`src/hw/rtl/tai_list_ie_decoder_core_defines.svh`:
```
// Assertion macros for the TAI list element decoder back end
`ifndef TAI_LIST_IE_DECODER_CORE_DEFINES_SVH
`define TAI_LIST_IE_DECODER_CORE_DEFINES_SVH

// same-cycle implication, clocked on clk, off during reset
`define TLE_ASSERT_HOLDS(label, ante, cons, msg) \
    label: assert property (@(posedge clk) disable iff (!rst_n) (ante) |-> (cons)) \
        else $error(msg);

// next-cycle implication, clocked on clk, off during reset
`define TLE_ASSERT_NEXT(label, ante, cons, msg) \
    label: assert property (@(posedge clk) disable iff (!rst_n) (ante) |=> (cons)) \
        else $error(msg);

`endif

```
`src/hw/rtl/tle_pkg.sv`:
```
// Types, constants and helpers for the TAI list element decoder
`timescale 1ns / 1ps

package tle_pkg;

    localparam int MAX_ENTRIES = 16;
    localparam int LIST_W      = $clog2(MAX_ENTRIES + 1);
    localparam int QDEPTH      = 4;
    localparam int QPTR_W      = $clog2(QDEPTH);
    localparam int QCNT_W      = $clog2(QDEPTH + 1);

    localparam logic [1:0] KIND_ENTRY = 2'd0;
    localparam logic [1:0] KIND_DONE  = 2'd1;
    localparam logic [1:0] KIND_ERROR = 2'd2;

    localparam logic [1:0] LT_NONCONSEC = 2'd0;
    localparam logic [1:0] LT_CONSEC    = 2'd1;
    localparam logic [1:0] LT_MANY_PLMN = 2'd2;
    localparam logic [1:0] LT_RESERVED  = 2'd3;

    localparam logic [8:0] ERR_IEI   = 9'd0;
    localparam logic [8:0] ERR_SHORT = 9'd1;
    localparam logic [8:0] ERR_COUNT = 9'd2;
    localparam logic [8:0] ERR_TYPE  = 9'd3;
    localparam logic [8:0] ERR_TRUNC = 9'd4;

    typedef enum logic [2:0] {
        PH_IDLE,
        PH_LEN,
        PH_HDR,
        PH_P0,
        PH_P1,
        PH_P2,
        PH_TH,
        PH_TL
    } phase_t;

    typedef struct packed {
        logic [7:0] data_byte;
        logic       start_of_ie;
        logic [8:0] available_length;
    } in_item_t;

    typedef struct packed {
        logic [1:0]  kind;
        logic [1:0]  list_type;
        logic [3:0]  list_index;
        logic [3:0]  entry_index;
        logic [4:0]  element_count;
        logic [11:0] mcc_bcd;
        logic [11:0] mnc_bcd;
        logic [15:0] tac;
        logic [8:0]  length_or_error;
        logic        last;
    } out_item_t;

    // classified byte as it sits in the queue
    typedef struct packed {
        logic [7:0] data_byte;
        logic       start_of_ie;
        logic [8:0] available_length;
        logic       hdr2;
        logic       iei_bad;
    } q_item_t;

    function automatic out_item_t final_item(input logic [1:0] kind, input logic [8:0] code);
        out_item_t r;
        r                 = '0;
        r.kind            = kind;
        r.length_or_error = code;
        r.last            = 1'b1;
        return r;
    endfunction

endpackage

```
`src/hw/rtl/tle_front.sv`:
```
// Front end: config register, input transfer and start-byte classification
`timescale 1ns / 1ps

module tle_front (
    input  logic              clk,
    input  logic              rst_n,
    input  logic              cfg_we,
    input  logic [7:0]        cfg_wdata,
    input  logic              in_valid,
    output logic              in_ready,
    input  tle_pkg::in_item_t in_data,
    input  logic              q_full,
    output logic              q_push,
    output tle_pkg::q_item_t  q_push_data
);
    import tle_pkg::*;

    logic [7:0] expected_iei_reg;

    always_ff @(posedge clk or negedge rst_n)
    begin
        if (!rst_n)
        begin
            expected_iei_reg <= '0;
        end
        else if (cfg_we)
        begin
            expected_iei_reg <= cfg_wdata;
        end
    end

    assign in_ready = !q_full;
    assign q_push   = in_valid && !q_full;

    always_comb
    begin
        q_push_data.data_byte        = in_data.data_byte;
        q_push_data.start_of_ie      = in_data.start_of_ie;
        q_push_data.available_length = in_data.available_length;
        q_push_data.hdr2             = (expected_iei_reg != 8'd0);
        q_push_data.iei_bad          = (expected_iei_reg != 8'd0) &&
                                       (in_data.data_byte != expected_iei_reg);
    end

endmodule

```
`src/hw/rtl/tle_queue.sv`:
```
// Short FIFO of classified bytes between front and back
`timescale 1ns / 1ps

module tle_queue (
    input  logic             clk,
    input  logic             rst_n,
    input  logic             push,
    input  tle_pkg::q_item_t push_data,
    output logic             full,
    input  logic             pop,
    output logic             valid,
    output tle_pkg::q_item_t head
);
    import tle_pkg::*;

    q_item_t           mem [QDEPTH];
    logic [QPTR_W-1:0] wr_ptr_reg;
    logic [QPTR_W-1:0] rd_ptr_reg;
    logic [QCNT_W-1:0] count_reg;
    logic [QCNT_W-1:0] count_next;

    assign full  = (count_reg == QCNT_W'(QDEPTH));
    assign valid = (count_reg != '0);
    assign head  = mem[rd_ptr_reg];

    always_ff @(posedge clk)
    begin
        if (push)
        begin
            mem[wr_ptr_reg] <= push_data;
        end
    end

    always_comb
    begin
        count_next = count_reg;
        if (push && !pop)
        begin
            count_next = count_reg + QCNT_W'(1);
        end
        else if (pop && !push)
        begin
            count_next = count_reg - QCNT_W'(1);
        end
    end

    always_ff @(posedge clk or negedge rst_n)
    begin
        if (!rst_n)
        begin
            wr_ptr_reg <= '0;
            rd_ptr_reg <= '0;
            count_reg  <= '0;
        end
        else
        begin
            if (push)
            begin
                wr_ptr_reg <= wr_ptr_reg + QPTR_W'(1);
            end
            if (pop)
            begin
                rd_ptr_reg <= rd_ptr_reg + QPTR_W'(1);
            end
            count_reg <= count_next;
        end
    end

endmodule

```
`src/hw/rtl/tle_back.sv`:
```
// Back end: element parser state machine and result output stage
`timescale 1ns / 1ps
`include "tai_list_ie_decoder_core_defines.svh"

module tle_back (
    input  logic               clk,
    input  logic               rst_n,
    input  logic               q_valid,
    input  tle_pkg::q_item_t   q_head,
    output logic               q_pop,
    output logic               out_valid,
    input  logic               out_ready,
    output tle_pkg::out_item_t out_data
);
    import tle_pkg::*;

    phase_t            phase_reg,   phase_next;
    logic [7:0]        vbs_reg,     vbs_next;
    logic [7:0]        ie_len_reg,  ie_len_next;
    logic [LIST_W-1:0] list_reg,    list_next;
    logic [4:0]        entry_reg,   entry_next;
    logic [4:0]        cnt_reg,     cnt_next;
    logic [1:0]        type_reg,    type_next;
    logic [23:0]       plmn_reg,    plmn_next;
    logic [7:0]        tac_hi_reg,  tac_hi_next;
    logic              hdr2_reg,    hdr2_next;
    logic [8:0]        avail_reg,   avail_next;

    logic              out_valid_reg, out_valid_next;
    out_item_t         out_reg,       out_next;
    logic              pend_valid_reg, pend_valid_next;
    out_item_t         pend_reg,      pend_next;

    out_item_t         r0;
    out_item_t         r1;
    logic [1:0]        n_res;

    // shared decode of the head byte
    logic [7:0]        b;
    logic              start;
    logic              start_iei;
    phase_t            eff_phase;
    logic              hdr2_eff;
    logic [8:0]        avail_eff;
    logic [8:0]        hdr_len;
    logic              short_buf;
    logic [7:0]        vbs_inc;
    logic              at_end;
    logic              cnt_big;
    logic [5:0]        cnt_p1;
    logic [4:0]        entry_inc;
    logic              list_done;
    logic [LIST_W-1:0] list_inc;
    logic              list_cap;
    logic              slot_free;

    assign b         = q_head.data_byte;
    assign start     = q_head.start_of_ie;
    assign start_iei = start && q_head.hdr2;
    assign eff_phase = start ? PH_LEN : phase_reg;
    assign hdr2_eff  = start ? q_head.hdr2 : hdr2_reg;
    assign avail_eff = start ? q_head.available_length : avail_reg;
    assign hdr_len   = hdr2_eff ? 9'd2 : 9'd1;
    assign short_buf = avail_eff < (hdr_len + {1'b0, b});
    assign vbs_inc   = vbs_reg + 8'd1;
    assign at_end    = (vbs_inc == ie_len_reg);
    assign cnt_big   = ({1'b0, b[4:0]} + 6'd1) > 6'(MAX_ENTRIES);
    assign cnt_p1    = {1'b0, cnt_reg} + 6'd1;
    assign entry_inc = entry_reg + 5'd1;
    assign list_done = (type_reg == LT_CONSEC) || ({1'b0, entry_inc} == cnt_p1);
    assign list_inc  = list_reg + LIST_W'(1);
    assign list_cap  = list_inc >= LIST_W'(MAX_ENTRIES);

    assign slot_free = !out_valid_reg || out_ready;
    assign q_pop     = q_valid && !pend_valid_reg && slot_free;

    // next state of the parser
    always_comb
    begin
        phase_next  = phase_reg;
        vbs_next    = vbs_reg;
        ie_len_next = ie_len_reg;
        list_next   = list_reg;
        entry_next  = entry_reg;
        cnt_next    = cnt_reg;
        type_next   = type_reg;
        plmn_next   = plmn_reg;
        tac_hi_next = tac_hi_reg;
        hdr2_next   = hdr2_reg;
        avail_next  = avail_reg;
        if (start)
        begin
            avail_next  = q_head.available_length;
            hdr2_next   = q_head.hdr2;
            vbs_next    = '0;
            ie_len_next = '0;
            list_next   = '0;
            entry_next  = '0;
            cnt_next    = '0;
            type_next   = '0;
            plmn_next   = '0;
            tac_hi_next = '0;
        end
        if (start_iei)
        begin
            phase_next = q_head.iei_bad ? PH_IDLE : PH_LEN;
        end
        else
        begin
            case (eff_phase)
                PH_IDLE:
                begin
                    phase_next = PH_IDLE;
                end
                PH_LEN:
                begin
                    ie_len_next = b;
                    vbs_next    = '0;
                    phase_next  = (short_buf || b == 8'd0) ? PH_IDLE : PH_HDR;
                end
                PH_HDR:
                begin
                    vbs_next   = vbs_inc;
                    type_next  = b[6:5];
                    cnt_next   = b[4:0];
                    entry_next = '0;
                    phase_next = (cnt_big || b[6:5] == LT_RESERVED || at_end) ?
                                 PH_IDLE : PH_P0;
                end
                PH_P0:
                begin
                    vbs_next   = vbs_inc;
                    plmn_next  = {b, 16'h0000};
                    phase_next = at_end ? PH_IDLE : PH_P1;
                end
                PH_P1:
                begin
                    vbs_next   = vbs_inc;
                    plmn_next  = {plmn_reg[23:16], b, 8'h00};
                    phase_next = at_end ? PH_IDLE : PH_P2;
                end
                PH_P2:
                begin
                    vbs_next   = vbs_inc;
                    plmn_next  = {plmn_reg[23:8], b};
                    phase_next = at_end ? PH_IDLE : PH_TH;
                end
                PH_TH:
                begin
                    vbs_next    = vbs_inc;
                    tac_hi_next = b;
                    phase_next  = at_end ? PH_IDLE : PH_TL;
                end
                PH_TL:
                begin
                    vbs_next   = vbs_inc;
                    entry_next = entry_inc;
                    if (!list_done)
                    begin
                        phase_next = at_end ? PH_IDLE :
                                     (type_reg == LT_NONCONSEC) ? PH_TH : PH_P0;
                    end
                    else
                    begin
                        list_next  = list_inc;
                        phase_next = (at_end || list_cap) ? PH_IDLE : PH_HDR;
                    end
                end
                default:
                begin
                    phase_next = PH_IDLE;
                end
            endcase
        end
    end

    // results caused by the head byte
    always_comb
    begin
        r0    = '0;
        r1    = '0;
        n_res = 2'd0;
        if (start_iei)
        begin
            if (q_head.iei_bad)
            begin
                r0    = final_item(KIND_ERROR, ERR_IEI);
                n_res = 2'd1;
            end
        end
        else
        begin
            case (eff_phase)
                PH_IDLE:
                begin
                    n_res = 2'd0;
                end
                PH_LEN:
                begin
                    if (short_buf)
                    begin
                        r0    = final_item(KIND_ERROR, ERR_SHORT);
                        n_res = 2'd1;
                    end
                    else if (b == 8'd0)
                    begin
                        r0    = final_item(KIND_DONE, hdr_len);
                        n_res = 2'd1;
                    end
                end
                PH_HDR:
                begin
                    if (cnt_big)
                    begin
                        r0    = final_item(KIND_ERROR, ERR_COUNT);
                        n_res = 2'd1;
                    end
                    else if (b[6:5] == LT_RESERVED)
                    begin
                        r0    = final_item(KIND_ERROR, ERR_TYPE);
                        n_res = 2'd1;
                    end
                    else if (at_end)
                    begin
                        r0    = final_item(KIND_ERROR, ERR_TRUNC);
                        n_res = 2'd1;
                    end
                end
                PH_P0, PH_P1, PH_P2, PH_TH:
                begin
                    if (at_end)
                    begin
                        r0    = final_item(KIND_ERROR, ERR_TRUNC);
                        n_res = 2'd1;
                    end
                end
                PH_TL:
                begin
                    r0.kind          = KIND_ENTRY;
                    r0.list_type     = type_reg;
                    r0.list_index    = list_reg[3:0];
                    r0.entry_index   = entry_reg[3:0];
                    r0.element_count = cnt_p1[4:0];
                    r0.mcc_bcd       = {plmn_reg[19:16], plmn_reg[23:20], plmn_reg[11:8]};
                    r0.mnc_bcd       = {plmn_reg[3:0], plmn_reg[7:4], plmn_reg[15:12]};
                    r0.tac           = {tac_hi_reg, b};
                    n_res            = 2'd1;
                    if (!list_done)
                    begin
                        if (at_end)
                        begin
                            r1    = final_item(KIND_ERROR, ERR_TRUNC);
                            n_res = 2'd2;
                        end
                    end
                    else if (at_end || list_cap)
                    begin
                        r1    = final_item(KIND_DONE, hdr_len + {1'b0, vbs_inc});
                        n_res = 2'd2;
                    end
                end
                default:
                begin
                    n_res = 2'd0;
                end
            endcase
        end
    end

    // output register plus one pending slot for the second result
    always_comb
    begin
        out_valid_next  = out_valid_reg && !out_ready;
        out_next        = out_reg;
        pend_valid_next = pend_valid_reg;
        pend_next       = pend_reg;
        if (pend_valid_reg && slot_free)
        begin
            out_valid_next  = 1'b1;
            out_next        = pend_reg;
            pend_valid_next = 1'b0;
        end
        else if (q_pop && n_res != 2'd0)
        begin
            out_valid_next = 1'b1;
            out_next       = r0;
            if (n_res == 2'd2)
            begin
                pend_valid_next = 1'b1;
                pend_next       = r1;
            end
        end
    end

    always_ff @(posedge clk or negedge rst_n)
    begin
        if (!rst_n)
        begin
            phase_reg      <= PH_IDLE;
            vbs_reg        <= '0;
            ie_len_reg     <= '0;
            list_reg       <= '0;
            entry_reg      <= '0;
            cnt_reg        <= '0;
            type_reg       <= '0;
            hdr2_reg       <= 1'b0;
            avail_reg      <= '0;
            out_valid_reg  <= 1'b0;
            pend_valid_reg <= 1'b0;
        end
        else
        begin
            if (q_pop)
            begin
                phase_reg  <= phase_next;
                vbs_reg    <= vbs_next;
                ie_len_reg <= ie_len_next;
                list_reg   <= list_next;
                entry_reg  <= entry_next;
                cnt_reg    <= cnt_next;
                type_reg   <= type_next;
                hdr2_reg   <= hdr2_next;
                avail_reg  <= avail_next;
            end
            out_valid_reg  <= out_valid_next;
            pend_valid_reg <= pend_valid_next;
        end
    end

    always_ff @(posedge clk)
    begin
        if (q_pop)
        begin
            plmn_reg   <= plmn_next;
            tac_hi_reg <= tac_hi_next;
        end
        out_reg  <= out_next;
        pend_reg <= pend_next;
    end

    assign out_valid = out_valid_reg;
    assign out_data  = out_reg;

    `TLE_ASSERT_HOLDS(a_pend_behind_out, pend_valid_reg, out_valid_reg, "pending result without output")
    `TLE_ASSERT_HOLDS(a_pend_is_final, pend_valid_reg, pend_reg.last, "second result not final")
    `TLE_ASSERT_HOLDS(a_entry_not_last, out_valid_reg && out_reg.kind == KIND_ENTRY, !out_reg.last, "entry marked last")
    `TLE_ASSERT_HOLDS(a_idle_after_pair, $rose(pend_valid_reg), phase_reg == PH_IDLE, "parser active after final pair")
    `TLE_ASSERT_NEXT(a_pair_parks, q_pop && n_res == 2'd2, pend_valid_reg, "second result dropped")

endmodule

```
`src/hw/rtl/tai_list_ie_decoder_core.sv`:
```
// Top level of the tracking area identity list element decoder
`timescale 1ns / 1ps

// Usage:
//   in channel (in_valid/in_ready/in_data): one element byte per transfer, with
//   start_of_ie set on the first byte and available_length sampled there.
//   out channel (out_valid/out_ready/out_data): one result per transfer; area
//   entries, then a done or error result with last set.
//   cfg_we/cfg_wdata write expected_iei; write only while idle.
// A byte reaches out_valid through the queue and then the output register.
// Throughput: one byte per cycle while the receiver takes results. A byte that
//   yields two results (last entry plus done or error) holds the parser until
//   the first result leaves the output register.
// A four-entry byte queue sits between the front end and the parser, so the
//   input keeps taking bytes while the receiver stalls, until the queue fills.
// Reset clears the queue, the output stage, the parser (idle) and expected_iei
//   (zero: no identifier byte before the length).
// start_of_ie on any byte abandons the current element and begins a new one.

module tai_list_ie_decoder_core (
    input  logic               clk,
    input  logic               rst_n,
    input  logic               cfg_we,
    input  logic [7:0]         cfg_wdata,
    input  logic               in_valid,
    output logic               in_ready,
    input  tle_pkg::in_item_t  in_data,
    output logic               out_valid,
    input  logic               out_ready,
    output tle_pkg::out_item_t out_data
);
    import tle_pkg::*;

    logic    q_push;
    q_item_t q_push_data;
    logic    q_full;
    logic    q_pop;
    logic    q_valid;
    q_item_t q_head;

    tle_front u_front (
        .clk         (clk),
        .rst_n       (rst_n),
        .cfg_we      (cfg_we),
        .cfg_wdata   (cfg_wdata),
        .in_valid    (in_valid),
        .in_ready    (in_ready),
        .in_data     (in_data),
        .q_full      (q_full),
        .q_push      (q_push),
        .q_push_data (q_push_data)
    );

    tle_queue u_queue (
        .clk       (clk),
        .rst_n     (rst_n),
        .push      (q_push),
        .push_data (q_push_data),
        .full      (q_full),
        .pop       (q_pop),
        .valid     (q_valid),
        .head      (q_head)
    );

    tle_back u_back (
        .clk       (clk),
        .rst_n     (rst_n),
        .q_valid   (q_valid),
        .q_head    (q_head),
        .q_pop     (q_pop),
        .out_valid (out_valid),
        .out_ready (out_ready),
        .out_data  (out_data)
    );

endmodule
```
`config.mk`:
```
export PLATFORM = sky130hd
export DESIGN_NAME = tai_list_ie_decoder_core
export DESIGN_NICKNAME = d
export VERILOG_FILES = /design/src/hw/rtl/tle_pkg.sv /design/src/hw/rtl/tle_front.sv /design/src/hw/rtl/tle_queue.sv /design/src/hw/rtl/tle_back.sv /design/src/hw/rtl/tai_list_ie_decoder_core.sv
export VERILOG_INCLUDE_DIRS = /design/src /design/src/hw/rtl
export SDC_FILE = /design/constraint.sdc
export NUM_CORES = 1
export LEC_CHECK = 0
export CORE_UTILIZATION = 57
export CTS_CLUSTER_DIAMETER = 150
export CTS_CLUSTER_SIZE = 8
export DETAILED_ROUTE_END_ITERATION = 10
export DONT_BUFFER_PORTS = 1
export GPL_TIMING_DRIVEN = 0
export PLACE_DENSITY = 0.85
export RECOVER_POWER = 25
export SETUP_SLACK_MARGIN = 0.05
export SLEW_MARGIN = 20
export SYNTH_ARGS = -nofsm -noshare
export SYNTH_HDL_FRONTEND = slang
export SYNTH_SLANG_ARGS = --single-unit
```
`constraint.sdc`:
```
create_clock -name clk -period 5.5 [get_ports clk]
set_input_delay 0.275 -clock clk [delete_from_list [all_inputs] [get_ports clk]]
set_output_delay 0.275 -clock clk [all_outputs]
set_load 0.02 [all_outputs]
```
# Word-level counts from Yosys, hierarchy flattened
# Memories as Yosys holds them, arrays and structs flattened.
# Index checks and enable logic that the tools add are counted.
[op_classes] add_sub_neg=11 order_cmp=3 eq_ne=16 bitwise_logic=2 mux=75 n_reduce_logical=38
[op_table] operator="2-to-1 mux 67 bit" n=9
[op_table] operator="case mux 57 bit (4 select lines)" n=1
[op_table] operator="2-to-1 mux 66 bit" n=2
[op_table] operator="case mux 24 bit (3 select lines)" n=1
[op_table] operator="2-to-1 mux 8 bit" n=8
[op_table] operator="2-to-1 mux 24 bit" n=2
[op_table] operator="2-to-1 mux 5 bit" n=9
[op_table] operator="2-to-1 mux 3 bit" n=11
[op_table] operator="case mux 10 bit (3 select lines)" n=1
[op_table] operator="2-to-1 mux 2 bit" n=14
[op_table] operator="case mux 3 bit (8 select lines)" n=1
[op_table] operator="adder 9 x 8 -> 9 bit" n=2
[op_table] operator="case mux 8 bit (2 select lines)" n=1
[op_table] operator="== test 3 bit, second input constant" n=5
[op_table] operator="adder 5 x 1 -> 6 bit, second input constant" n=2
[op_table] operator="2-to-1 mux 1 bit" n=12
[op_table] operator="adder 5 x 1 -> 5 bit, second input constant" n=2
[op_table] operator="logical AND 1 bit" n=10
[op_table] operator="case mux 2 bit (5 select lines)" n=1
[op_table] operator="case mux 5 bit (2 select lines)" n=1
[op_table] operator="< comparator 9 bit" n=1
[op_table] operator="2-to-1 mux 9 bit" n=1
[op_table] operator="adder 8 x 1 -> 8 bit, second input constant" n=1
[op_table] operator="== test 8 bit" n=1
[op_table] operator="other kinds (26)" n=46
[word_totals] reg_bits=229 mem_count=1 inputBits=31 ram_bits=80 output_inout_bits=69 word_cells=185
[memory_table] name="u_queue.mem" depth=4 width=20 rd=1 rd_clocked_by_memory_dff=0 write_ports=1 line="tle_queue.sv:16" rtl="q_item_t mem [QDEPTH];"

# Logic depth before layout (Yosys ltp)
# An unclocked memory read counts as a cell.
[depth] ltp_word=12 ltp_mapped=20 ltp_nobuf=17

# Modules after synthesis
# From an unflattened synthesis, not the netlist that was laid out.
[hier_totals] cells_unflattened=881 area_unflattened_um2=11760.0
[modules_own_cells] mod="tle_back" cells_each=692 area_each_um2=7928.9 seq_area_each_um2=4534.3 instances=1
[modules_own_cells] mod="tle_queue" cells_each=138 area_each_um2=3284.4 seq_area_each_um2=2577.5 instances=1
[modules_own_cells] mod="tle_front" cells_each=51 area_each_um2=546.8 seq_area_each_um2=200.2 instances=1

# Worst setup path before layout
# Ideal clock, no wire load.
[synth_timing] path_kind="register to register" startpoint="reg u_queue.rd_ptr_reg[0]" endpoint="reg u_back.out_reg, in the netlist u_back.out_data[0] (enable)" setup_time_ns=0.427 arrival_time_ns=5.457 required_time_ns=5.073 stages_incl_launch_ff=20 synth_period_minus_slack_ns=5.884 n_path_buf=3 slack_ns=-0.384 path_cell_list="dfrtp_1 > buf_6 > buf_8 > mux4_2 > and2_1 > clkbuf_1 > a21oi_1 > ha_1 > inv_1 > fa_1 > nor2_1 > and3_1 > xnor2_1 > ha_1 > and4_1 > a221oi_1 > nand3_1 > o211ai_1 > o21ai_0 > nand2_1"
[synth_between] elab_chain_len=11 elab_cells_between_ends=31 classes_between="add/sub (2); order compare (2); eq/ne (8); mux (11); reduce/logical (7); memory (1)"
[synth_rtl] item="start: declaration" line="tle_queue.sv:18" rtl="logic [QPTR_W-1:0] rd_ptr_reg;"
[synth_rtl] item="start signal: assignment" line="tle_queue.sv:63" rtl="rd_ptr_reg <= rd_ptr_reg + QPTR_W'(1);"
[synth_rtl] item="memory read (4 x 20 bit) *"
[synth_rtl] item="2-to-1 mux 1 bit" line="tle_back.sv:61" rtl="assign hdr2_eff = start ? q_head.hdr2 : hdr2_reg;"
[synth_rtl] item="2-to-1 mux 2 bit" line="tle_back.sv:63" rtl="assign hdr_len = hdr2_eff ? 9'd2 : 9'd1;"
[synth_rtl] item="adder 9 x 8 -> 9 bit" line="tle_back.sv:64" rtl="assign short_buf = avail_eff < (hdr_len + {1'b0, b});"
[synth_rtl] item="< comparator 9 bit" line="tle_back.sv:64"
[synth_rtl] item="2-to-1 mux 2 bit" line="tle_back.sv:200" rtl="if (short_buf)"
[synth_rtl] item="case mux 2 bit (5 select lines)" line="tle_back.sv:193" rtl="case (eff_phase)"
[synth_rtl] item="2-to-1 mux 2 bit *" line="tle_back.sv:183" rtl="if (start_iei)"
[synth_rtl] item="nonzero test 2 bit *" line="tle_back.sv:283" rtl="else if (q_pop && n_res != 2'd0)"
[synth_rtl] item="logical AND 1 bit *" line="tle_back.sv:283"
[synth_rtl] item="nonzero test 2 bit (no line) *"
[synth_rtl] item="end signal: assignment" line="tle_back.sv:337" rtl="out_reg <= out_next;"
[synth_rtl] item="end: declaration" line="tle_back.sv:30" rtl="out_item_t out_reg, out_next;"
# Mark *: on every way between the ends. The rest lies on a longest branch, timed or not.
# A chain may end at the register's enable or synchronous reset.

# Worst setup path after layout
[layout_timing] startpoint="reg u_queue.rd_ptr_reg[0]" endpoint="reg u_back.out_reg, in the netlist u_back.out_data[28] (enable)"
# The elaborated chain is that of the path after synthesis.

==> flow_summary_export.csv <==
group,metric,value,unit
routing,remaining_drc_errors,0,
worst_setup_path,cpMostUsedCell,"ha_1",
worst_setup_path,crit_buf_inv,5,
sta,hold_viol,0,
global_route,grt_overflow_total,0,
status,failed_checks,"capacitance limit, slew limit",
routing,routed_wl,26.0,mm
layout,largest_reg_flops,80,
routing,drt_iter0_drc,747,
cts,h-tree-depth,2,
logic_synthesis,syn_inst,833,
worst_setup_path,crit_chain,"buf_6 > buf_8 > mux4_2 > and2_1 > clkbuf_1 > a21oi_4 > ha_1 > inv_1 > fa_1 > nor2_1 > and3_1 > xnor2_1 > ha_1 > and4_1 > a221oi_2 > nand3_1 > o211ai_1 > o21ai_4 > buf_4 > nand2_8",
routing,via_count,7483,
worst_setup_path,end_kind,"flop",
cts,cts_made_buffers,37,
logic_synthesis,ys_warn_count,0,
layout,final_util,67.7,%
sta,rsz0062_at_grt,"no",
global_route,grtUsageTotal,26.0,%
logic_synthesis,synth_top_cell_area_share,50.4,%
cts,clock-sinks,254,
die,die_y,143,um
die,fp-row-count,51,
routing,dr.pass1.iters,6,
global_route,grt_max_degree,64,
layout,final_cells,1199,
logic_synthesis,avgSynthCellArea,13.7,um^2
worst_setup_path,critPathKind,"flop to flop",
routing,vias_per_cell,6.24,
routing,route.antenna.remaining_nets,0,
worst_setup_path,regToRegEndpoint,"u_back.out_data[28]",
power,ir_drop,347,uV
worst_setup_path,r2r_slack,390,ps
sta,fin_crit_sh,93.0,%
die,die_area,20500,um^2
worst_setup_path,cpPeakStageDelay,560,ps
hold_path,hold_class,"input pin to flop",
logic_synthesis,yosysMostFrequentCell,"edfxtp_1",
placement,hpwl,15.8,mm
placement,port_buffers,0,
layout,antenna_cells,0,
hold_path,whs_path_depth,2,
logic_synthesis,synth-edff-count,191,
sta,setup_viol,0,
sta,clock_skew,21.5,ps
logic_synthesis,ys_ff_latch,254,
worst_setup_path,cp_slowest_cell,"mux4_2",
placement,place_congestion,0.936,
layout,finalNetCount,961,
sta,worst_pin_slew,3620,ps
die,core_area,19500,um^2
worst_setup_path,critPathLaunchType,"flop",
placement,dpl.cell_count,1098,
die,initial_core_util,58.3,%
worst_setup_path,cp.arrival,5300,ps
sta,fmax,196,MHz
cts,clock_latency,510,ps
global_route,grt_pass1_wl,40.1,mm
hold_path,hold_path.startpoint,"in_valid",
run,cap_violations,1,
global_route,grt_pass1_vias,7539,
routing,wl_per_cell,21.7,um
global_route,antenna_found_initial,0,
worst_setup_path,path_delay_family,"simple AND/OR/NAND/NOR gates",
worst_setup_path,required,5690,ps
layout,syn2layout_area_growth,16.2,%
logic_synthesis,ys_types,58,
sta,setup_ws,386,ps
die,die_width,143,um
sta,max_slew_margin,-142,%
logic_synthesis,seq_area_frac_synth,64.3,%
sta,timing.final.crit_period,5110,ps
cts,cts_root_buf,"clkbuf_16",
logic_synthesis,synth_commonest_cells,"edfxtp_1, nand2_1, and3_1, dfrtp_1, nor2_1",
power,total_power,0.00848,W
cts,clk_path_buf_depth,3,
logic_synthesis,synth.net_count,888,
die,io-pin-count,100,
worst_setup_path,reg2regPathDepth,20,
worst_setup_path,r2r-start,"u_queue.rd_ptr_reg[0]",
power,p_leak,5.09,nW
cts,path_clk_slew,50,ps
power,p_per_area,641,nW/um^2
logic_synthesis,yosys.area.top_type,"edfxtp_1",
worst_setup_path,startpoint,"u_queue.rd_ptr_reg[0]",
logic_synthesis,synthTopCellsByArea,"edfxtp_1, dfrtp_1, and3_1, mux4_2, mux2_2",
logic_synthesis,netlist_area,11400,um^2
status,status,"complete, but fails checks",
logic_synthesis,synth-async-reset-ratio,24.8,%
worst_setup_path,cp_max_fo,17,
layout,layout-drive-gt1-share,12.4,%
sta,finalMaxSlewViolations,64,
placement,post-place-ws,-401,ps
logic_synthesis,ys.flop_type,"edfxtp_1",
hold_path,worst_hold_path.endpoint,"u_queue.wr_ptr_reg[0]",
cts,cts_tree,"built",
per-layer routing:
metal / vias up / GRT usage, % / routed length (um)
li1: 3307 / - / -
met1: 3696 / 31.8 / 9900
met2: 404 / 44.6 / 13300
met3: 76 / 5.23 / 1990
met4: 0 / 11.7 / 834
met5: - / 0 / 0
area by class of cell:
cell class,count,area (um^2)
inverter,16,60.1
multi-input combinational,522,3910
fill,1308,6310
clock buffer,65,1060
buffer,45,199
timing repair buffer,30,302
clock inverter,2,38.8
tap,265,332
sequential,254,7310
worst max path at each step:
stage	to	slack, ps	cells past startpoint
floorplan	u_back.out_data[0]	230	19
global route	u_back.out_data[37]	100	20
global placement	u_back.out_data[18]	-710	18
finish	u_back.out_data[28]	390	20
CTS	u_back.out_data[43]	-20	18
detailed placement	u_back.out_data[19]	-400	18
what timing repair did:
item | in CTS | in global routing
setup buffers | 0 | 2
setup endpoints to repair | 67 | 67
hold buffers | 28 | 0
pin swaps | 1 | 2
endpoints found under the hold margin | 143 | 0
gates resized for setup | 4 | 9
gates cloned | 2 | 2
cell usage in the layout, fill, tap and decap left out, types with 3 or more instances in the layout:
| cell type | n |
|---|---|
| edfxtp_1 | 191 |
| nand2_1 | 76 |
| and3_1 | 67 |
| dfrtp_1 | 63 |
| clkbuf_1 | 58 |
| nor2_1 | 43 |
| clkbuf_16 | 38 |
| a22o_1 | 35 |
| xor2_1 | 29 |
| mux2_2 | 28 |
| nand3_1 | 27 |
| dlygate4sd3_1 | 27 |
| o21ai_0 | 26 |
| xnor2_1 | 24 |
| ha_1 | 21 |
| mux4_2 | 18 |
| inv_1 | 16 |
| a21oi_1 | 16 |
| nor3_1 | 13 |
| a31oi_1 | 9 |
| nor4_1 | 8 |
| buf_2 | 7 |
| and2_1 | 5 |
| o31ai_1 | 5 |
| nor2b_1 | 4 |
| buf_1 | 3 |
| nand4_1 | 3 |
| o41ai_1 | 3 |
| or3_1 | 3 |
| nor3b_1 | 3 |
| and3b_1 | 3 |
| o22ai_1 | 3 |
| o211ai_1 | 3 |
| o21a_1 | 3 |
| a21o_1 | 3 |
| fa_1 | 3 |
| nand2_8 | 3 |
cell families after synthesis:
kind of cell | Yosys count | synth area share, %
fa+ha+maj | 25 | 2.93
mux | 49 | 6.92
buf+inv | 61 | 2.27
simple gates | 273 | 12.4
compound gates | 118 | 7.18
flops | 254 | 64.3
xor+xnor | 53 | 4.08
report_power, final:
part / total (W) / internal, W / switching, W
registers: 0.00357 / 0.00292 / 0.000646
logic: 0.00281 / 0.00100 / 0.00181
clock network: 0.00210 / 0.00131 / 0.000795
total: 0.00848 / 0.00523 / 0.00325
per-stage QoR:
step	hold slack [ps]	instance area, um^2	TNS, ps
after floorplan	-20.6	11400	0
after global placement	-15.3	11700	-47400
after detailed placement	-16.2	11700	-26390
after CTS	139	13100	-649
after global routing	175	13200	0
final	142	13200	0
worst reg2reg max path, stage by stage, from the launching register on:
cell and delay, ps:
dfrtp_1 370, buf_6 140, buf_8 160, mux4_2 560, and2_1 180, clkbuf_1 200, a21oi_4 260, ha_1 220
inv_1 60, fa_1 410, nor2_1 230, and3_1 200, xnor2_1 120, ha_1 260, and4_1 220, a221oi_2 310
nand3_1 210, o211ai_1 230, o21ai_4 100, buf_4 190, nand2_8 150
No activity file was read; power rests on OpenSTA's default activity.
